## src/arx_model_filter_defines.svh

```systemverilog
// Assertion macros for the ARX model filter.
// Expects aclk and aresetn in the scope where the macros are used.
`ifndef ARX_MODEL_FILTER_DEFINES_SVH
`define ARX_MODEL_FILTER_DEFINES_SVH

// Same-cycle implication, checked out of reset only
`define ARX_ASSERT_IMP(lbl, ante, cons) \
    lbl: assert property (@(posedge aclk) disable iff (!aresetn) (ante) |-> (cons)) \
        else $error("arx_model_filter: assertion failed");

// Next-cycle implication, checked out of reset only
`define ARX_ASSERT_NEXT(lbl, ante, cons) \
    lbl: assert property (@(posedge aclk) disable iff (!aresetn) (ante) |=> (cons)) \
        else $error("arx_model_filter: assertion failed");

`endif

```

## src/arx_pkg.sv

```systemverilog
// Shared types and fixed constants for the ARX model filter.
// No dependencies.
`default_nettype none

package arx_pkg;

    localparam int COEF_WIDTH = 16;
    localparam int COEF_FRAC  = 14;
    localparam int DT_WIDTH   = 4;
    localparam int DT_MAX     = (1 << DT_WIDTH) - 1;

    localparam logic signed [COEF_WIDTH-1:0] FF_COEF0_RESET = 16'sd16384;

    // Control from the sequencer to the multiply-accumulate unit
    typedef struct packed {
        logic clr;
        logic vld;
        logic sub;
    } mac_ctl_t;

endpackage

`default_nettype wire

```

## src/arx_hist.sv

```systemverilog
// Input delay line of the ARX model filter: circular buffer memory with
// per-entry valid bits and a registered read port. Uses arx_pkg.
`default_nettype none

module arx_hist
    import arx_pkg::*;
#(
    parameter int AW = 4,
    parameter int SW = 16
) (
    input  wire logic                 aclk,
    input  wire logic                 aresetn,
    input  wire logic                 wr_en,
    input  wire logic signed [SW-1:0] wr_data,
    input  wire logic [AW-1:0]        rd_off,
    output logic signed [SW-1:0]      rd_data
);

    localparam int MEM_DEPTH = 1 << AW;

    logic signed [SW-1:0] mem [MEM_DEPTH];
    logic [MEM_DEPTH-1:0] vld_reg;
    logic [AW-1:0]        newest_reg;
    logic [AW-1:0]        wr_addr;
    logic [AW-1:0]        rd_addr;
    logic signed [SW-1:0] rd_data_reg;
    logic                 rd_vld_reg;

    assign wr_addr = newest_reg + AW'(1);
    // Sample k back lives k entries behind the newest one
    assign rd_addr = newest_reg - rd_off;

    always_ff @(posedge aclk) begin
        if (wr_en) begin
            mem[wr_addr] <= wr_data;
        end
        rd_data_reg <= mem[rd_addr];
    end

    always_ff @(posedge aclk) begin
        if (!aresetn) begin
            vld_reg    <= '0;
            newest_reg <= '0;
            rd_vld_reg <= 1'b0;
        end else begin
            rd_vld_reg <= vld_reg[rd_addr];
            if (wr_en) begin
                vld_reg[wr_addr] <= 1'b1;
                newest_reg       <= wr_addr;
            end
        end
    end

    // Never-written entries read as zero
    assign rd_data = rd_vld_reg ? rd_data_reg : '0;

endmodule

`default_nettype wire

```

## src/arx_mac.sv

```systemverilog
// Shared multiply-accumulate unit of the ARX model filter: registered
// product followed by a signed add or subtract into the accumulator. Uses arx_pkg.
`default_nettype none

module arx_mac
    import arx_pkg::*;
#(
    parameter int SW    = 16,
    parameter int ACC_W = 36
) (
    input  wire logic                         aclk,
    input  wire logic                         aresetn,
    input  wire mac_ctl_t                     ctl,
    input  wire logic signed [SW-1:0]         op_a,
    input  wire logic signed [COEF_WIDTH-1:0] coef,
    output logic signed [ACC_W-1:0]           acc,
    output logic                              busy
);

    localparam int PROD_W = SW + COEF_WIDTH;

    logic signed [PROD_W-1:0] prod_reg;
    logic                     p_vld_reg;
    logic                     p_sub_reg;
    logic signed [ACC_W-1:0]  acc_reg;
    logic signed [ACC_W-1:0]  acc_next;
    logic signed [ACC_W-1:0]  prod_ext;

    always_ff @(posedge aclk) begin
        prod_reg  <= op_a * coef;
        p_sub_reg <= ctl.sub;
    end

    assign prod_ext = ACC_W'(prod_reg);

    always_comb begin
        acc_next = acc_reg;
        if (ctl.clr) begin
            acc_next = '0;
        end else if (p_vld_reg) begin
            acc_next = p_sub_reg ? acc_reg - prod_ext : acc_reg + prod_ext;
        end
    end

    always_ff @(posedge aclk) begin
        if (!aresetn) begin
            p_vld_reg <= 1'b0;
            acc_reg   <= '0;
        end else begin
            p_vld_reg <= ctl.vld;
            acc_reg   <= acc_next;
        end
    end

    assign acc  = acc_reg;
    assign busy = p_vld_reg;

endmodule

`default_nettype wire

```

## src/arx_model_filter.sv

```systemverilog
// ARX plant model: y = sum ff_coef[i]*x[i+dead_time] - sum fb_coef[j]*y[j], shifted
// right by 14 (floor) and saturated. One shared multiply-accumulate unit takes one
// term per cycle; for each item the sequencer issues each term in turn, drains the read,
// multiply and accumulate registers, saturates and stores the result, and then
// returns to idle, where the next sample is taken.
// The input channel is not ready meanwhile; a finished result waits in the output
// register while the next sample is taken, and a result still held there when the
// next one is finished stalls the store until it is taken.
// Configuration writes are always accepted.
`default_nettype none

`include "arx_model_filter_defines.svh"

module arx_model_filter
    import arx_pkg::*;
#(
    parameter int FF_TAPS       = 3,
    parameter int FB_TAPS       = 3,
    parameter int MAX_DEAD_TIME = 8,
    parameter int SAMPLE_WIDTH  = 16
) (
    input  wire logic                                          aclk,
    input  wire logic                                          aresetn,
    input  wire logic                                          s_valid,
    output logic                                               s_ready,
    input  wire logic signed [SAMPLE_WIDTH-1:0]                s_sample_in,
    output logic                                               m_valid,
    input  wire logic                                          m_ready,
    output logic signed [SAMPLE_WIDTH-1:0]                     m_sample_out,
    input  wire logic                                          cfg_valid,
    output logic                                               cfg_ready,
    input  wire logic [$clog2(FF_TAPS + FB_TAPS + 1)-1:0]      cfg_index,
    input  wire logic [COEF_WIDTH-1:0]                         cfg_data
);

    localparam int NTERMS   = FF_TAPS + FB_TAPS;
    localparam int TERM_W   = $clog2(NTERMS + 1);
    localparam int IDX_W    = $clog2(NTERMS);
    localparam int IN_DEPTH = FF_TAPS + MAX_DEAD_TIME;
    localparam int AW       = (IN_DEPTH > 1) ? $clog2(IN_DEPTH) : 1;
    localparam int SW       = SAMPLE_WIDTH;
    localparam int ACC_W    = SW + COEF_WIDTH + IDX_W + 1;

    localparam logic [DT_WIDTH-1:0] DT_CLAMP =
        DT_WIDTH'((MAX_DEAD_TIME > DT_MAX) ? DT_MAX : MAX_DEAD_TIME);
    localparam logic signed [ACC_W-1:0] SAT_HI = ACC_W'((64'sd1 <<< (SW - 1)) - 64'sd1);
    localparam logic signed [ACC_W-1:0] SAT_LO = ~SAT_HI;

    typedef enum logic [3:0] {
        ST_IDLE   = 4'b0001,
        ST_RUN    = 4'b0010,
        ST_DRAIN  = 4'b0100,
        ST_FINISH = 4'b1000
    } state_t;

    state_t                         state_reg, state_next;
    logic [TERM_W-1:0]              term_reg, term_next;
    logic signed [COEF_WIDTH-1:0]   coef_reg [NTERMS];
    logic [DT_WIDTH-1:0]            dt_reg;
    logic signed [SW-1:0]           ohist_reg [FB_TAPS];
    logic                           m_valid_reg;
    logic signed [SW-1:0]           m_data_reg;

    // issue stage registers, aligned with the history read
    logic                           a_vld_reg;
    logic                           a_fb_reg;
    logic signed [COEF_WIDTH-1:0]   a_coef_reg;
    logic signed [SW-1:0]           a_fbop_reg;

    logic                           s_xfer;
    logic                           out_free;
    logic                           is_ff;
    logic [TERM_W-1:0]              fb_sel;
    logic signed [SW-1:0]           fb_op;
    logic [7:0]                     rd_off_w;
    logic signed [SW-1:0]           hist_data;
    logic signed [SW-1:0]           mac_op;
    mac_ctl_t                       mac_ctl;
    logic signed [ACC_W-1:0]        acc;
    logic                           mac_busy;
    logic signed [ACC_W-1:0]        shifted;
    logic signed [SW-1:0]           y_sat;

    assign s_ready   = (state_reg == ST_IDLE);
    assign cfg_ready = 1'b1;
    assign s_xfer    = s_valid && s_ready;
    assign out_free  = !m_valid_reg || m_ready;

    // configuration registers
    always_ff @(posedge aclk) begin
        if (!aresetn) begin
            coef_reg[0] <= FF_COEF0_RESET;
            for (int i = 1; i < NTERMS; i++) begin
                coef_reg[i] <= '0;
            end
            dt_reg      <= '0;
        end else if (cfg_valid) begin
            if (cfg_index < TERM_W'(NTERMS)) begin
                coef_reg[cfg_index[IDX_W-1:0]] <= cfg_data;
            end else if (cfg_index == TERM_W'(NTERMS)) begin
                if (32'(cfg_data[DT_WIDTH-1:0]) > 32'(MAX_DEAD_TIME)) begin
                    dt_reg <= DT_CLAMP;
                end else begin
                    dt_reg <= cfg_data[DT_WIDTH-1:0];
                end
            end
        end
    end

    // sequencer
    always_comb begin
        state_next = state_reg;
        term_next  = term_reg;
        unique case (state_reg)
            ST_IDLE: begin
                term_next = '0;
                if (s_valid) begin
                    state_next = ST_RUN;
                end
            end
            ST_RUN: begin
                term_next = term_reg + TERM_W'(1);
                if (term_reg == TERM_W'(NTERMS - 1)) begin
                    state_next = ST_DRAIN;
                end
            end
            ST_DRAIN: begin
                if (!a_vld_reg && !mac_busy) begin
                    state_next = ST_FINISH;
                end
            end
            ST_FINISH: begin
                if (out_free) begin
                    state_next = ST_IDLE;
                end
            end
            default: begin
                state_next = ST_IDLE;
            end
        endcase
    end

    always_ff @(posedge aclk) begin
        if (!aresetn) begin
            state_reg <= ST_IDLE;
            term_reg  <= '0;
        end else begin
            state_reg <= state_next;
            term_reg  <= term_next;
        end
    end

    // operand selection for the term being issued
    assign is_ff    = term_reg < TERM_W'(FF_TAPS);
    assign fb_sel   = term_reg - TERM_W'(FF_TAPS);
    assign rd_off_w = 8'(term_reg) + 8'(dt_reg);

    always_comb begin
        fb_op = '0;
        for (int j = 0; j < FB_TAPS; j++) begin
            if (fb_sel == TERM_W'(j)) begin
                fb_op = ohist_reg[j];
            end
        end
    end

    always_ff @(posedge aclk) begin
        a_fb_reg   <= !is_ff;
        a_coef_reg <= coef_reg[term_reg[IDX_W-1:0]];
        a_fbop_reg <= fb_op;
    end

    always_ff @(posedge aclk) begin
        if (!aresetn) begin
            a_vld_reg <= 1'b0;
        end else begin
            a_vld_reg <= (state_reg == ST_RUN);
        end
    end

    arx_hist #(
        .AW (AW),
        .SW (SW)
    ) u_hist (
        .aclk    (aclk),
        .aresetn (aresetn),
        .wr_en   (s_xfer),
        .wr_data (s_sample_in),
        .rd_off  (rd_off_w[AW-1:0]),
        .rd_data (hist_data)
    );

    assign mac_op      = a_fb_reg ? a_fbop_reg : hist_data;
    assign mac_ctl.clr = s_xfer;
    assign mac_ctl.vld = a_vld_reg;
    assign mac_ctl.sub = a_fb_reg;

    arx_mac #(
        .SW    (SW),
        .ACC_W (ACC_W)
    ) u_mac (
        .aclk    (aclk),
        .aresetn (aresetn),
        .ctl     (mac_ctl),
        .op_a    (mac_op),
        .coef    (a_coef_reg),
        .acc     (acc),
        .busy    (mac_busy)
    );

    // floor shift, then clamp to the sample range
    assign shifted = acc >>> COEF_FRAC;

    always_comb begin
        if (shifted > SAT_HI) begin
            y_sat = SAT_HI[SW-1:0];
        end else if (shifted < SAT_LO) begin
            y_sat = SAT_LO[SW-1:0];
        end else begin
            y_sat = shifted[SW-1:0];
        end
    end

    wire finish_load = (state_reg == ST_FINISH) && out_free;

    // output history: advance on each new result
    always_ff @(posedge aclk) begin
        if (!aresetn) begin
            for (int j = 0; j < FB_TAPS; j++) begin
                ohist_reg[j] <= '0;
            end
        end else if (finish_load) begin
            for (int j = FB_TAPS - 1; j > 0; j--) begin
                ohist_reg[j] <= ohist_reg[j - 1];
            end
            ohist_reg[0] <= y_sat;
        end
    end

    always_ff @(posedge aclk) begin
        if (finish_load) begin
            m_data_reg <= y_sat;
        end
    end

    always_ff @(posedge aclk) begin
        if (!aresetn) begin
            m_valid_reg <= 1'b0;
        end else if (finish_load) begin
            m_valid_reg <= 1'b1;
        end else if (m_ready) begin
            m_valid_reg <= 1'b0;
        end
    end

    assign m_valid      = m_valid_reg;
    assign m_sample_out = m_data_reg;

    `ARX_ASSERT_NEXT(a_xfer_starts_run, s_valid && s_ready, state_reg == ST_RUN)
    `ARX_ASSERT_IMP(a_finish_pipe_empty, state_reg == ST_FINISH, !a_vld_reg && !mac_busy)
    `ARX_ASSERT_IMP(a_idle_no_issue, state_reg == ST_IDLE, !a_vld_reg && !mac_busy)
    `ARX_ASSERT_IMP(a_term_in_range, state_reg == ST_RUN, term_reg < TERM_W'(NTERMS))

endmodule

`default_nettype wire

```

## config.mk

```make
export PLATFORM = sky130hd
export DESIGN_NAME = arx_model_filter
export DESIGN_NICKNAME = d
export VERILOG_FILES = /design/src/arx_pkg.sv /design/src/arx_hist.sv /design/src/arx_mac.sv /design/src/arx_model_filter.sv
export VERILOG_INCLUDE_DIRS = /design/src /design/src/src
export SDC_FILE = /design/constraint.sdc
export NUM_CORES = 2
export LEC_CHECK = 0
export BUFFER_PORTS_ARGS = -buffer_cell sky130_fd_sc_hd__buf_2
export CORE_MARGIN = 2
export CORE_UTILIZATION = 60
export DETAILED_ROUTE_END_ITERATION = 8
export PLACE_DENSITY = 0.79
export SYNTH_ARGS = -nofsm -noshare
export SYNTH_HDL_FRONTEND = slang
export SYNTH_SLANG_ARGS = --single-unit
```

## constraint.sdc

```tcl
create_clock -name aclk -period 20.5 [get_ports aclk]
set_clock_uncertainty 0.15 [all_clocks]
set_input_delay 1.025 -clock aclk [delete_from_list [all_inputs] [get_ports aclk]]
set_output_delay 1.025 -clock aclk [all_outputs]
set_load 0.01 [all_outputs]
```

==> impl_metrics.env <==
export IMPL_synth_xor_area_share_pct=2.45
export IMPL_totalWireLength_um=82300
export IMPL_layout_commonest_cell="edfxtp_1"
export IMPL_cts_sinks=601
export IMPL_path_common_cell="fa_1"
export IMPL_io_pins=59
export IMPL_ant_nets=0
export IMPL_root_buffer="clkbuf_16"
export IMPL_gr_total_overflow=0
export IMPL_post_route_drc_count=0
export IMPL_nNetsFinal=3358
export IMPL_cp_max_fo=19
export IMPL_hold_buffers=0
export IMPL_drt_wirelength_per_cell_um=22.0
export IMPL_p_leak_nw=15.7
export IMPL_post_place_cells=3624
export IMPL_rsz0062_at_grt="no"
export IMPL_fin_ws_ns=12.33
export IMPL_antenna_found_initial=3
export IMPL_synthCells=2858
export IMPL_period_share_pct=39.8
export IMPL_crit_path_cell_trace="nor2b_1 > a22o_1 > nand2_1 > fa_1 > inv_1 > fa_1 > inv_1 > fa_1 > inv_1 > fa_1 > fa_1 > inv_1 > fa_1 > inv_1 > ha_1 > o21ai_0 > nor2_1 > a311o_1 > a21oi_1 > o22ai_1 > a41oi_1 > a211o_1 > o21bai_1 > xor2_1"
export IMPL_synth_edf_count=448
export IMPL_clk_path_buf_depth=3
export IMPL_grt_pass1_vias=23800
export IMPL_die_h_um=246
export IMPL_yosys_area_share_simple_pct=11.0
export IMPL_area_growth_pct=9.46
export IMPL_setup_viol=0
export IMPL_clk_pin_slew_ns=0.07
export IMPL_core_area_mm2=0.0577
export IMPL_ys_ff_latch=601
export IMPL_worst_setup_path_end_kind="flip-flop"
export IMPL_worst_pin_slew_ns=1.29
export IMPL_final_area_mm2=0.0383
export IMPL_die_area_mm2=0.0603
export IMPL_period_needed_ns=8.17
export IMPL_yosys_warnings=0
export IMPL_largest_reg_flops=256
export IMPL_synthMuxAreaShare_pct=8.21
export IMPL_start_kind="flip-flop"
export IMPL_htreeDepth=2
export IMPL_cts_inserted_buffers=60
export IMPL_powerDensity_mw_per_mm2=103
export IMPL_cap_violations=0
export IMPL_maxSlewViolCount=0
export IMPL_final_util_pct=66.4
export IMPL_hold_class="reg2reg"
export IMPL_synth_compound_area_share_pct=5.86
export IMPL_initial_core_util_pct=60.7
export IMPL_num_vias=22500
export IMPL_gp_congestion=0.909
export IMPL_p_total_mw=3.93
export IMPL_crit_type="reg2reg"
export IMPL_synth_top_family_by_area="adder cells"
export IMPL_stdcell_count=3740
export IMPL_async_reset_ff_share_pct=0
export IMPL_cts_tree="done"
export IMPL_rows=88
export IMPL_die_x_um=246
export IMPL_syn_area_mm2=0.0350
export IMPL_pre_cts_slack_ns=12.41
export IMPL_relSlewSlack_pct=14.1
export IMPL_cp_slowest_cell="nor2b_1"
export IMPL_finalSetupTns_ns=0
export IMPL_ys_seq_area_share_pct=47.2
export IMPL_slowest_delay_ns=0.91
export IMPL_synthAdderAreaFrac_pct=19.9
export IMPL_port_buffers=57
export IMPL_drive_gt1_share_pct=11.4
export IMPL_cp_arrival_ns=8.55
export IMPL_post_drt_via_cell_ratio=6.00
export IMPL_dp_hpwl_um=54000
export IMPL_cts_resized=0
export IMPL_ys_types=72
export IMPL_worstPathRequired_ns=20.88
export IMPL_post_cts_repair_setup_buffers=0
export IMPL_drt_initial_drc_count=1997
export IMPL_grt_total_usage_pct=27.9
export IMPL_hold_viol=0
export IMPL_synth_flop_cell="edfxtp_1"
export IMPL_status="completed"
export IMPL_clock_latency_ns=0.65
export IMPL_grt_max_degree=69
export IMPL_final_cell_mix="448 x edfxtp_1, 374 x inv_1, 268 x nand2_1, 265 x fa_1, 184 x nor2_1"
export IMPL_drt_pass1_iterations=6
export IMPL_irDropWorstVdd_v=0.0000899
export IMPL_whs_ns=0.304
export IMPL_grt_pass1_wl_um=129000
export IMPL_max_freq_mhz=122
export IMPL_avgSynthCellArea_um2=12.3
export IMPL_dpl_cell_area_mm2=0.0362
## path summary, 6_finish.rpt
path	start	endpoint	slack, ns	depth (start not counted)
hold reg to reg	ohist_reg[0][40]	a_fbop_reg[8]	0.30	2
setup / recovery	a_fb_reg	u_mac.prod_reg[28]	12.33	24
setup reg to reg	a_fb_reg	u_mac.prod_reg[28]	12.33	24
hold / removal	ohist_reg[0][40]	a_fbop_reg[8]	0.30	2
## power breakdown
part	internal [mW]	switching, mW	total (mW)
logic	0.572	0.751	1.32
registers	1.39	0.0731	1.46
clock network	0.662	0.485	1.15
total	2.62	1.31	3.93
## critical path: cells and delay by family (launching register included)
| family | cells | cell delay (ns) |
|---|---|---|
| xor gates and xnor gates | 1 | 0.14 |
| AOI/OAI and AO/OA | 8 | 2.51 |
| buffers and inverters | 5 | 0.24 |
| DFF | 1 | 0.51 |
| and+or+nand+nor | 3 | 1.19 |
| adders and majority gates | 7 | 3.33 |
## logic make-up (layout without fill, tap and decap cells)
group | Yosys count | after routing
simple gates | 798 | 798
mux | 141 | 141
compound gates | 323 | 323
fa+ha+maj | 397 | 397
flops | 601 | 601
xor+xnor | 98 | 98
buf+inv | 498 | 582
other cells | 2 | 35
## routing by layer
metal | GRT usage (%) | wire length, µm
met3 | 4.33 | 6250
met2 | 49.2 | 42800
met4 | 10.8 | 3080
met5 | 0 | 13
met1 | 34.7 | 30200
## layout make-up
cell class	count	area, µm²
multi-input cells	1790	16800
inverters	376	1410
repair buffers	92	548
flip-flops and latches	601	16500
fillers	3962	19400
well taps	765	957
diodes	2	5.00
clock buffers	72	1630
clock inverters	42	472
## cells in the mapped netlist, drive strengths merged, types with 27 or more instances
cell type	instances	area, µm²
nor2	186	698
a21oi	101	509
a21o	29	218
nor3	27	146
o21a	43	323
fa	266	5330
o21ai	63	315
clkbuf	105	394
nor2b	30	188
mux4	116	2610
edfxtp	448	13500
and2	126	788
dfxtp	153	3060
and3	80	500
xnor2	82	718
inv	375	1410
ha	131	1640
nand2	268	1010
No activity file was read; power rests on OpenSTA's default activity.
